===== config.mk =====
export PLATFORM = sky130hd
export DESIGN_NAME = ofdm_symbol_sampler_core
export DESIGN_NICKNAME = d
export VERILOG_FILES = /design/src/rtl/core/oss_pkg.sv /design/src/rtl/core/oss_ram.sv /design/src/rtl/core/oss_datapath.sv /design/src/rtl/core/oss_ctrl.sv /design/src/rtl/core/ofdm_symbol_sampler_core.sv
export SDC_FILE = /design/constraint.sdc
export NUM_CORES = 2
export LEC_CHECK = 0
export BUFFER_PORTS_ARGS = -buffer_cell sky130_fd_sc_hd__buf_2
export CAP_MARGIN = 20
export CORE_MARGIN = 5
export CORE_UTILIZATION = 50
export DETAILED_ROUTE_END_ITERATION = 7
export GPL_ROUTABILITY_DRIVEN = 0
export PLACE_DENSITY_LB_ADDON = 0.25
export SETUP_SLACK_MARGIN = 0.3
export SLEW_MARGIN = 10
export SYNTH_ARGS = -nofsm -noshare
export SYNTH_HDL_FRONTEND = slang
export SYNTH_SLANG_ARGS = --single-unit

===== constraint.sdc =====
create_clock -name clk -period 3.95 [get_ports clk]
set_input_delay 0.79 -clock clk [delete_from_list [all_inputs] [get_ports clk]]
set_output_delay 0.79 -clock clk [all_outputs]
set_load 0.03 [all_outputs]

===== src/rtl/core/oss_pkg.sv =====
// Package: shared types and constants of the OFDM symbol sampler
`timescale 1ns / 1ps

package oss_pkg;

	localparam int RING_DEPTH = 64;
	localparam int RING_AW    = 6;
	localparam int CFG_IDX_W  = 2;
	localparam int CFG_DATA_W = 16;

	localparam logic [CFG_IDX_W-1:0] REG_SYMBOL_LENGTH = 2'd0;
	localparam logic [CFG_IDX_W-1:0] REG_TIMEOUT_LIMIT = 2'd1;

	localparam logic [7:0]  SYMBOL_LENGTH_RST = 8'd80;
	localparam logic [15:0] TIMEOUT_LIMIT_RST = 16'd16;

	typedef enum logic {
		CTL_TAKE,
		CTL_READ
	} ctl_state_t;

	typedef enum logic {
		MODE_IDLE,
		MODE_FRAME
	} mode_t;

	typedef struct packed {
		logic wr;
		logic win_start;
		logic win_pre;
		logic rd_issue;
	} dp_cmd_t;

	typedef struct packed {
		logic can_issue;
		logic last_issue;
	} dp_sts_t;

endpackage


===== src/rtl/core/oss_ram.sv =====
// Generic simple dual-port RAM with registered read
`timescale 1ns / 1ps

module oss_ram #(
	parameter int WIDTH = 32,
	parameter int DEPTH = 64
) (
	input  logic                     clk,
	input  logic                     we,
	input  logic [$clog2(DEPTH)-1:0] waddr,
	input  logic [WIDTH-1:0]         wdata,
	input  logic                     re,
	input  logic [$clog2(DEPTH)-1:0] raddr,
	output logic [WIDTH-1:0]         rdata
);

	logic [WIDTH-1:0] mem_q [DEPTH];
	logic [WIDTH-1:0] rdata_q;

	always_ff @(posedge clk) begin
		if (we) begin
			mem_q[waddr] <= wdata;
		end
		if (re) begin
			rdata_q <= mem_q[raddr];
		end
	end

	assign rdata = rdata_q;

endmodule


===== src/rtl/core/oss_datapath.sv =====
// Datapath: history ring, slot valid bits, window read pipeline, output stage
`timescale 1ns / 1ps

module oss_datapath #(
	parameter int FFT_LEN = 64
) (
	input  logic               clk,
	input  logic               arst_n,
	input  oss_pkg::dp_cmd_t   cmd,
	output oss_pkg::dp_sts_t   sts,
	input  logic signed [15:0] sample_i,
	input  logic signed [15:0] sample_q,
	output logic               out_valid,
	input  logic               out_stall,
	output logic signed [15:0] out_i,
	output logic signed [15:0] out_q,
	output logic               preamble_start,
	output logic               symbol_last
);

	localparam int AW    = oss_pkg::RING_AW;
	localparam int DEPTH = oss_pkg::RING_DEPTH;
	localparam int CNT_W = $clog2(FFT_LEN);
	localparam logic [CNT_W-1:0] CNT_LAST = CNT_W'(FFT_LEN - 1);
	localparam logic [AW-1:0]    WIN_BACK = AW'(FFT_LEN);

	logic [AW-1:0]    ptr_q;
	logic [DEPTH-1:0] slot_valid_q;
	logic [AW-1:0]    rd_addr_q;
	logic [CNT_W-1:0] rd_cnt_q;
	logic             pre_q;
	logic [31:0]      rdata;

	logic             valid_s1;
	logic             vbit_s1;
	logic             first_s1;
	logic             last_s1;

	logic             out_valid_q;
	logic [15:0]      out_i_q;
	logic [15:0]      out_q_q;
	logic             pre_out_q;
	logic             last_out_q;
	logic             out_load;

	oss_ram #(
		.WIDTH(32),
		.DEPTH(DEPTH)
	) u_ring (
		.clk   (clk),
		.we    (cmd.wr),
		.waddr (ptr_q),
		.wdata ({sample_q, sample_i}),
		.re    (cmd.rd_issue),
		.raddr (rd_addr_q),
		.rdata (rdata)
	);

	assign out_load       = valid_s1 && (!out_valid_q || !out_stall);
	assign sts.can_issue  = !valid_s1 || out_load;
	assign sts.last_issue = (rd_cnt_q == CNT_LAST);

	always_ff @(posedge clk or negedge arst_n) begin
		if (!arst_n) begin
			ptr_q        <= '0;
			slot_valid_q <= '0;
		end else if (cmd.wr) begin
			ptr_q               <= ptr_q + AW'(1);
			slot_valid_q[ptr_q] <= 1'b1;
		end
	end

	always_ff @(posedge clk or negedge arst_n) begin
		if (!arst_n) begin
			rd_addr_q <= '0;
			rd_cnt_q  <= '0;
			pre_q     <= 1'b0;
		end else if (cmd.win_start) begin
			// window ends at the slot written this cycle
			rd_addr_q <= ptr_q + AW'(1) - WIN_BACK;
			rd_cnt_q  <= '0;
			pre_q     <= cmd.win_pre;
		end else if (cmd.rd_issue) begin
			rd_addr_q <= rd_addr_q + AW'(1);
			rd_cnt_q  <= rd_cnt_q + CNT_W'(1);
		end
	end

	always_ff @(posedge clk or negedge arst_n) begin
		if (!arst_n) begin
			valid_s1 <= 1'b0;
		end else if (cmd.rd_issue) begin
			valid_s1 <= 1'b1;
		end else if (out_load) begin
			valid_s1 <= 1'b0;
		end
	end

	always_ff @(posedge clk) begin
		if (cmd.rd_issue) begin
			vbit_s1  <= slot_valid_q[rd_addr_q];
			first_s1 <= pre_q && (rd_cnt_q == '0);
			last_s1  <= (rd_cnt_q == CNT_LAST);
		end
	end

	always_ff @(posedge clk or negedge arst_n) begin
		if (!arst_n) begin
			out_valid_q <= 1'b0;
		end else if (out_load) begin
			out_valid_q <= 1'b1;
		end else if (!out_stall) begin
			out_valid_q <= 1'b0;
		end
	end

	always_ff @(posedge clk) begin
		if (out_load) begin
			out_i_q    <= vbit_s1 ? rdata[15:0] : 16'd0;
			out_q_q    <= vbit_s1 ? rdata[31:16] : 16'd0;
			pre_out_q  <= first_s1;
			last_out_q <= last_s1;
		end
	end

	assign out_valid      = out_valid_q;
	assign out_i          = out_i_q;
	assign out_q          = out_q_q;
	assign preamble_start = pre_out_q;
	assign symbol_last    = last_out_q;

endmodule


===== src/rtl/core/oss_ctrl.sv =====
// Controller: frame state, symbol counters, config registers, readout sequencing
`timescale 1ns / 1ps

module oss_ctrl (
	input  logic                             clk,
	input  logic                             arst_n,
	input  logic                             cfg_wr_en,
	input  logic [oss_pkg::CFG_IDX_W-1:0]    cfg_index,
	input  logic [oss_pkg::CFG_DATA_W-1:0]   cfg_data,
	input  logic                             in_valid,
	output logic                             in_stall,
	input  logic                             trigger,
	input  oss_pkg::dp_sts_t                 sts,
	output oss_pkg::dp_cmd_t                 cmd
);

	oss_pkg::ctl_state_t state_q, state_nxt;
	oss_pkg::mode_t      mode_q;
	logic [7:0]          sample_cnt_q;
	logic [15:0]         symbols_left_q;
	logic [7:0]          symbol_length_q;
	logic [15:0]         timeout_limit_q;

	logic                accept;
	logic [7:0]          cnt_inc;
	logic                data_hit;

	assign cnt_inc  = sample_cnt_q + 8'd1;
	assign data_hit = (mode_q == oss_pkg::MODE_FRAME) && (cnt_inc == symbol_length_q);
	assign accept   = in_valid && !in_stall;

	always_ff @(posedge clk or negedge arst_n) begin
		if (!arst_n) begin
			state_q <= oss_pkg::CTL_TAKE;
		end else begin
			state_q <= state_nxt;
		end
	end

	always_comb begin
		state_nxt     = state_q;
		in_stall      = 1'b1;
		cmd.wr        = 1'b0;
		cmd.win_start = 1'b0;
		cmd.win_pre   = trigger;
		cmd.rd_issue  = 1'b0;
		unique case (state_q)
			oss_pkg::CTL_TAKE: begin
				in_stall      = 1'b0;
				cmd.wr        = in_valid;
				cmd.win_start = in_valid && (trigger || data_hit);
				if (in_valid && (trigger || data_hit)) begin
					state_nxt = oss_pkg::CTL_READ;
				end
			end
			oss_pkg::CTL_READ: begin
				cmd.rd_issue = sts.can_issue;
				if (sts.can_issue && sts.last_issue) begin
					state_nxt = oss_pkg::CTL_TAKE;
				end
			end
			default: begin
				state_nxt = oss_pkg::CTL_TAKE;
			end
		endcase
	end

	always_ff @(posedge clk or negedge arst_n) begin
		if (!arst_n) begin
			mode_q         <= oss_pkg::MODE_IDLE;
			sample_cnt_q   <= '0;
			symbols_left_q <= '0;
		end else if (accept) begin
			if (trigger) begin
				mode_q         <= oss_pkg::MODE_FRAME;
				sample_cnt_q   <= '0;
				symbols_left_q <= timeout_limit_q;
			end else if (mode_q == oss_pkg::MODE_FRAME) begin
				if (data_hit) begin
					sample_cnt_q <= '0;
					if (symbols_left_q == '0) begin
						mode_q <= oss_pkg::MODE_IDLE;
					end else begin
						symbols_left_q <= symbols_left_q - 16'd1;
					end
				end else begin
					sample_cnt_q <= cnt_inc;
				end
			end
		end
	end

	always_ff @(posedge clk or negedge arst_n) begin
		if (!arst_n) begin
			symbol_length_q <= oss_pkg::SYMBOL_LENGTH_RST;
			timeout_limit_q <= oss_pkg::TIMEOUT_LIMIT_RST;
		end else if (cfg_wr_en) begin
			if (cfg_index == oss_pkg::REG_SYMBOL_LENGTH) begin
				symbol_length_q <= cfg_data[7:0];
			end
			if (cfg_index == oss_pkg::REG_TIMEOUT_LIMIT) begin
				timeout_limit_q <= cfg_data[15:0];
			end
		end
	end

endmodule


===== src/rtl/core/ofdm_symbol_sampler_core.sv =====
// Top level: OFDM symbol sampler with cyclic prefix removal
//
// channel  handshake             payload
// in       in_valid / in_stall   sample_i, sample_q, trigger
// out      out_valid / out_stall out_i, out_q, preamble_start, symbol_last
// cfg      cfg_wr_en             cfg_index, cfg_data
//
// A request that opens no window is taken without stalling.
// A request that opens a window is taken, then in_stall stays high while the
// ring RAM read port reads the window of FFT_LEN slots, one slot per cycle
// unless out_stall holds the read pipeline, which keeps in_stall high longer.
// Reset clears pointer, slot valid bits and frame state and loads config defaults;
// unwritten slots read 0.
`timescale 1ns / 1ps

module ofdm_symbol_sampler_core #(
	parameter int FFT_LEN = 64
) (
	input  logic                           clk,
	input  logic                           arst_n,
	input  logic                           cfg_wr_en,
	input  logic [oss_pkg::CFG_IDX_W-1:0]  cfg_index,
	input  logic [oss_pkg::CFG_DATA_W-1:0] cfg_data,
	input  logic                           in_valid,
	output logic                           in_stall,
	input  logic signed [15:0]             sample_i,
	input  logic signed [15:0]             sample_q,
	input  logic                           trigger,
	output logic                           out_valid,
	input  logic                           out_stall,
	output logic signed [15:0]             out_i,
	output logic signed [15:0]             out_q,
	output logic                           preamble_start,
	output logic                           symbol_last
);

	oss_pkg::dp_cmd_t cmd;
	oss_pkg::dp_sts_t sts;

	oss_ctrl u_ctrl (
		.clk       (clk),
		.arst_n    (arst_n),
		.cfg_wr_en (cfg_wr_en),
		.cfg_index (cfg_index),
		.cfg_data  (cfg_data),
		.in_valid  (in_valid),
		.in_stall  (in_stall),
		.trigger   (trigger),
		.sts       (sts),
		.cmd       (cmd)
	);

	oss_datapath #(
		.FFT_LEN(FFT_LEN)
	) u_dp (
		.clk            (clk),
		.arst_n         (arst_n),
		.cmd            (cmd),
		.sts            (sts),
		.sample_i       (sample_i),
		.sample_q       (sample_q),
		.out_valid      (out_valid),
		.out_stall      (out_stall),
		.out_i          (out_i),
		.out_q          (out_q),
		.preamble_start (preamble_start),
		.symbol_last    (symbol_last)
	);

endmodule


Word-level counts from Yosys, hierarchy flattened
Memories as Yosys holds them, arrays and structs flattened. A register that Yosys moved wholly into a read port is not among the register bits.
Index checks and enable logic that the tools add are counted.
W data, S select, Z words.
{"block": "word_totals", "in_bits": 56, "wordCells": 91, "ff_bits": 172, "memories": 1, "output_inout_bits": 36, "ram_bits": 2048}
{"memory": "u_dp.u_ring.mem_q", "words": 64, "width": 32, "rd": 1, "rd_ports_with_merged_regs": 1, "write_ports": 1, "line_no": "oss_ram.sv:17", "rtl": "logic [WIDTH-1:0] mem_q [DEPTH];"}
{"block": "classes", "addsub": 5, "n_reduce_logical": 24, "order_cmp": 3, "bitwise": 2, "mux": 31, "n_eq_ne": 5}
{"op": "$mux W16", "n": 4}
{"op": "$or A64 B64 Y64", "n": 1}
{"op": "$mux W6", "n": 4}
{"op": "$mux W8", "n": 3}
{"op": "$add A6 B1 Y6 const B", "n": 3}
{"op": "$logic_not A16 Y1", "n": 1}
{"op": "$mux W1", "n": 16}
{"op": "$sub A16 B1 Y16 const B", "n": 1}
{"op": "$lt A6 B7 Y1 const B", "n": 2}
{"op": "$add A8 B1 Y8 const B", "n": 1}
{"op": "$eq A8 B8 Y1", "n": 1}
{"op": "$reduce_bool A2 Y1", "n": 4}
{"op": "$logic_and A1 B1 Y1", "n": 7}
{"op": "$bmux W1 S6", "n": 1}
{"op": "$demux W1 S6", "n": 1}
{"op": "$eq A6 B6 Y1 const B", "n": 1}
{"op": "$ge A6 B1 Y1 const B", "n": 1}
{"op": "$logic_not A6 Y1", "n": 1}
{"op": "$reduce_and A2 Y1", "n": 3}
{"op": "$reduce_and A4 Y1", "n": 1}
{"op": "$logic_not A1 Y1", "n": 3}
{"op": "$logic_or A1 B1 Y1", "n": 3}
{"op": "$eq A2 B1 Y1 const B", "n": 1}
{"op": "$logic_not A2 Y1", "n": 1}
{"op": "5 further kinds", "n": 5}

Depth between registers and ports, before layout
{"block": "depth", "depth_word": 8, "mapped_depth": 10, "mapped_depth_nobuf": 8}

Modules after synthesis
A second synthesis with hierarchy kept.
{"block": "hier_totals", "cells_unflattened": 3976, "hier_area_um2": 86909.6}
{"module": "oss_ram", "instances": 1, "seq_area_each_um2": 62459.9, "cells_each": 3324, "area_each_um2": 78835.6}
{"module": "oss_datapath", "instances": 1, "seq_area_each_um2": 3238.1, "cells_each": 373, "area_each_um2": 5203.7}
{"module": "oss_ctrl", "instances": 1, "seq_area_each_um2": 1255.0, "cells_each": 279, "area_each_um2": 2870.3}

Worst setup path before layout
Ideal clock, no wire load.
{"block": "synth_path", "kind": "input port to flip-flop", "from": "in out_stall", "to": "reg u_dp.out_i_q[0] (netlist: u_dp.out_i[0]) (enable)", "required_time_ps": 3473, "t_arrival_ps": 3310, "setup_time_ps": 477, "slack_ps": 163, "stages": 1, "n_path_buf": 0, "path_cell_list": "a21boi_0"}
{"block": "synth_between", "elab_chain_len": 3}
{"element": "start: declaration", "line_no": "ofdm_symbol_sampler_core.sv:30", "rtl": "input logic out_stall,"}
{"element": "$logic_not A1 Y1", "line_no": "oss_datapath.sv:59", "rtl": "assign out_load = valid_s1 && (!out_valid_q || !out_stall);"}
{"element": "$logic_or A1 B1 Y1", "line_no": "oss_datapath.sv:59"}
{"element": "$logic_and A1 B1 Y1", "line_no": "oss_datapath.sv:59"}
{"element": "end signal: assignment", "line_no": "oss_datapath.sv:119", "rtl": "out_i_q <= vbit_s1 ? rdata[15:0] : 16'd0;"}
{"element": "end: declaration", "line_no": "oss_datapath.sv:40", "rtl": "logic [15:0] out_i_q;"}
Every way passes these cells.
A chain may end at the register's enable or synchronous reset.

==> results.json <==
{
  "status": "completed",
  "clk_pin_slew_ns": 0.06,
  "period_needed_ns": 3.445,
  "fin_tns_setup_ns": 0,
  "synth_xor_area_frac": 0.003154,
  "syn-num-nets": 3730,
  "startpoint": "u_dp.rd_addr_q[0]",
  "synthAdderAreaFrac": 0.0008721,
  "start_util": 0.5023,
  "post-cts-setup-buffer-count": 0,
  "max_cap_violations": 0,
  "drtIter0Drc": 4941,
  "h-tree-depth": 4,
  "viasPerCell": 6.237,
  "regToRegStartpoint": "u_dp.rd_addr_q[0]",
  "clock_latency_ns": 0.88,
  "clock_sinks": 2252,
  "vdd_drop_max_uv": 582.0,
  "switching_share": 0.2777,
  "synth_ff_type": "edfxtp_1",
  "max_freq_ghz": 0.2903,
  "synth-simple-area-share": 0.02140,
  "hold_path.class": "primary input to register",
  "synthTopCellsByCount": "edfxtp_1 (2117), mux4_2 (660), dfrtp_1 (132)",
  "ys_ff_latch": 2252,
  "drive_gt1_frac": 0.3477,
  "ys_seq_area_frac": 0.7778,
  "dieWidth_um": 424.9,
  "final-max-slew-violation-count": 0,
  "grt_pass1_wl_um": 303200,
  "cp-end-kind": "register",
  "relSlewSlack": 0.2594,
  "clock_path_buffers": 3,
  "final_area_sq_um": 99320,
  "first_pass_iters": 5,
  "yosys.area.top_type_share": 0.7385,
  "crit_required_ns": 4.54,
  "antenna_found_initial": 8,
  "hold_start": "cfg_data[14]",
  "seq_power_share": 0.425,
  "grt_pass1_vias": 41410,
  "finalSetupViolations": 0,
  "io_buffers": 91,
  "regArea_sq_um": 66970,
  "synth_top_family_by_area": "multiplexers",
  "tightestPinTransition_ns": 1.111,
  "io_pins": 92,
  "arrival_ns": 4.03,
  "place_area_sq_um": 91540,
  "wirelength_um": 210500,
  "muxShareOfSynthArea": 0.1763,
  "ant_nets": 0,
  "area_growth_pct": 15.38,
  "die-area_sq_um": 180600,
  "synth_compound_area_frac": 0.01140,
  "dpl.hpwl_um": 113100,
  "syn-cell-area_sq_um": 86080,
  "synthCells": 3668,
  "critical_path.max_fanout": 25,
  "core_sq_um": 171400,
  "skew_ns": 0.06528,
  "switchingPower_uw": 18190,
  "cts_buffers": 217,
  "multi_input_area_sq_um": 18870,
  "finalHoldViolCount": 0,
  "synth.most_common_cell": "edfxtp_1",
  "finalNonFillerCells": 6490,
  "grt_use_total": 0.2353,
  "wl_per_cell_um": 32.43,
  "num_vias": 40480,
  "finalCritPeriodShare": 0.8721,
  "place_inst": 6060,
  "rsz0062_at_grt": "false",
  "drc": 0,
  "n_fill_cell": 12080,
  "p_comb_frac": 0.256,
  "cts_root_buf": "clkbuf_16",
  "synth_largest_area_cell": "edfxtp_1",
  "tritoncts": "done",
  "clkPwrFrac": 0.319,
  "synth_edf_count": 2117,
  "num-nets-final": 4056,
  "yosys-top-cells-area": "edfxtp_1 (74%), mux4_2 (17%), dfrtp_1 (3.8%)",
  "async_flop_share": 0.05995,
  "p_int_uw": 47330,
  "synth.distinct_cells": 67,
  "synth.avg_cell_area_sq_um": 23.47,
  "cp-start-kind": "register",
  "row_count": 152,
  "path_class": "register to register",
  "final_core_util": 0.5796,
  "grt_max_degree": 79,
  "p_leak_uw": 0.03177,
  "powerDensity_nw_per_um2": 659.7,
  "grt_overflow_total": 0,
  "die_h_um": 424.9,
  "synth_warnings": 0
}
cell type report:
cell class	instances	area share
inverters	7	0.0002646
multi-input cells	1217	0.1900
repair buffers	299	0.03322
well taps	2310	0.02910
diodes	4	0.0001008
clock inverters	126	0.01526
clock buffers	275	0.05777
flip-flops and latches	2252	0.6743
path summary, 6_finish.rpt:
check,end,slack [ns],cells after the start
max,u_dp.u_ring.rdata[27],0.51,6
min,u_ctrl.timeout_limit_q[14],0.19,2
max reg2reg,u_dp.u_ring.rdata[27],0.51,6
min reg2reg,u_dp.preamble_start,0.43,0
max in group asynchronous,u_ctrl.symbol_length_q[6],2.44,3
min in group asynchronous,u_dp.slot_valid_q[38],0.54,2
cell usage in the layout, fill, tap and decap left out, drive strengths merged, types with 18 or more instances in the layout:
| cell | n |
|---|---|
| edfxtp | 2117 |
| mux4 | 660 |
| buf | 298 |
| clkbuf | 275 |
| dfrtp | 132 |
| nor2 | 98 |
| clkinv | 93 |
| or2 | 70 |
| a22oi | 68 |
| nand2 | 60 |
| and2 | 34 |
| mux2 | 25 |
| bufinv | 25 |
| xnor2 | 18 |
| nand3 | 18 |
registers in the layout (all words and copies together) (netlist names), 6 cells and up:
register                cells
u_ctrl.symbols_left_q      16
u_ctrl.timeout_limit_q     16
u_dp.slot_valid_q          64
u_dp.out_q                 16
u_dp.ptr_q                  6
u_ctrl.symbol_length_q      8
u_dp.out_i                 16
u_ctrl.sample_cnt_q         8
u_dp.rd_cnt_q               6
u_dp.rd_addr_q              6
u_dp.u_ring.rdata          32
u_dp.u_ring.mem_q        2048
through the flow:
step | power [uW] | setup WS, ns | hold WS [ns]
2_1_floorplan | 39370 | 0.5580 | 0.4003
3_3_place_gp | 45130 | 0.5307 | 0.4172
3_5_place_dp | 45280 | 0.5378 | 0.4139
4_1_cts | 66030 | 0.5169 | 0.1152
5_1_grt | 68040 | 0.3639 | 0.1511
6_report | 65520 | 0.5053 | 0.1865
critical path: stages, from the launching register on:
cell	delay [ns]
dfrtp_4	0.71
buf_12	0.25
buf_12	0.25
mux4_2	0.54
mux4_2	0.52
a22oi_1	0.73
nand2_1	0.12
repair_timing:
action,CTS,global route
hold endpoints to repair,27,0
setup endpoints to repair,0,1
gates resized for setup,0,1
hold buffers,1,0
cell families after synthesis:
| logic type | Yosys count |
|---|---|
| AOI/OAI and AO/OA | 140 |
| muxes | 688 |
| buffers and inverters | 199 |
| adders and majority gates | 6 |
| xor gates and xnor gates | 31 |
| DFF | 2252 |
| and+or+nand+nor | 352 |
power groups by stage:
stage	sequential [uW]	combinational, uW	clock (uW)
after floorplan	27900	11500	0
after global placement	28400	16800	0
after detailed placement	28400	16900	0
after CTS	27900	16900	21200
after global routing	27900	17800	22300
final	27800	16800	20900
metal layers:
metal / routed length [um] / global-route usage / share of wire
met1: 84180 / 0.3391 / 0.40
met5: 0 / 0 / 0
met2: 104500 / 0.3816 / 0.50
met3: 16710 / 0.03896 / 0.079
met4: 5078 / 0.06087 / 0.024
No activity file was read; power rests on OpenSTA's default activity.
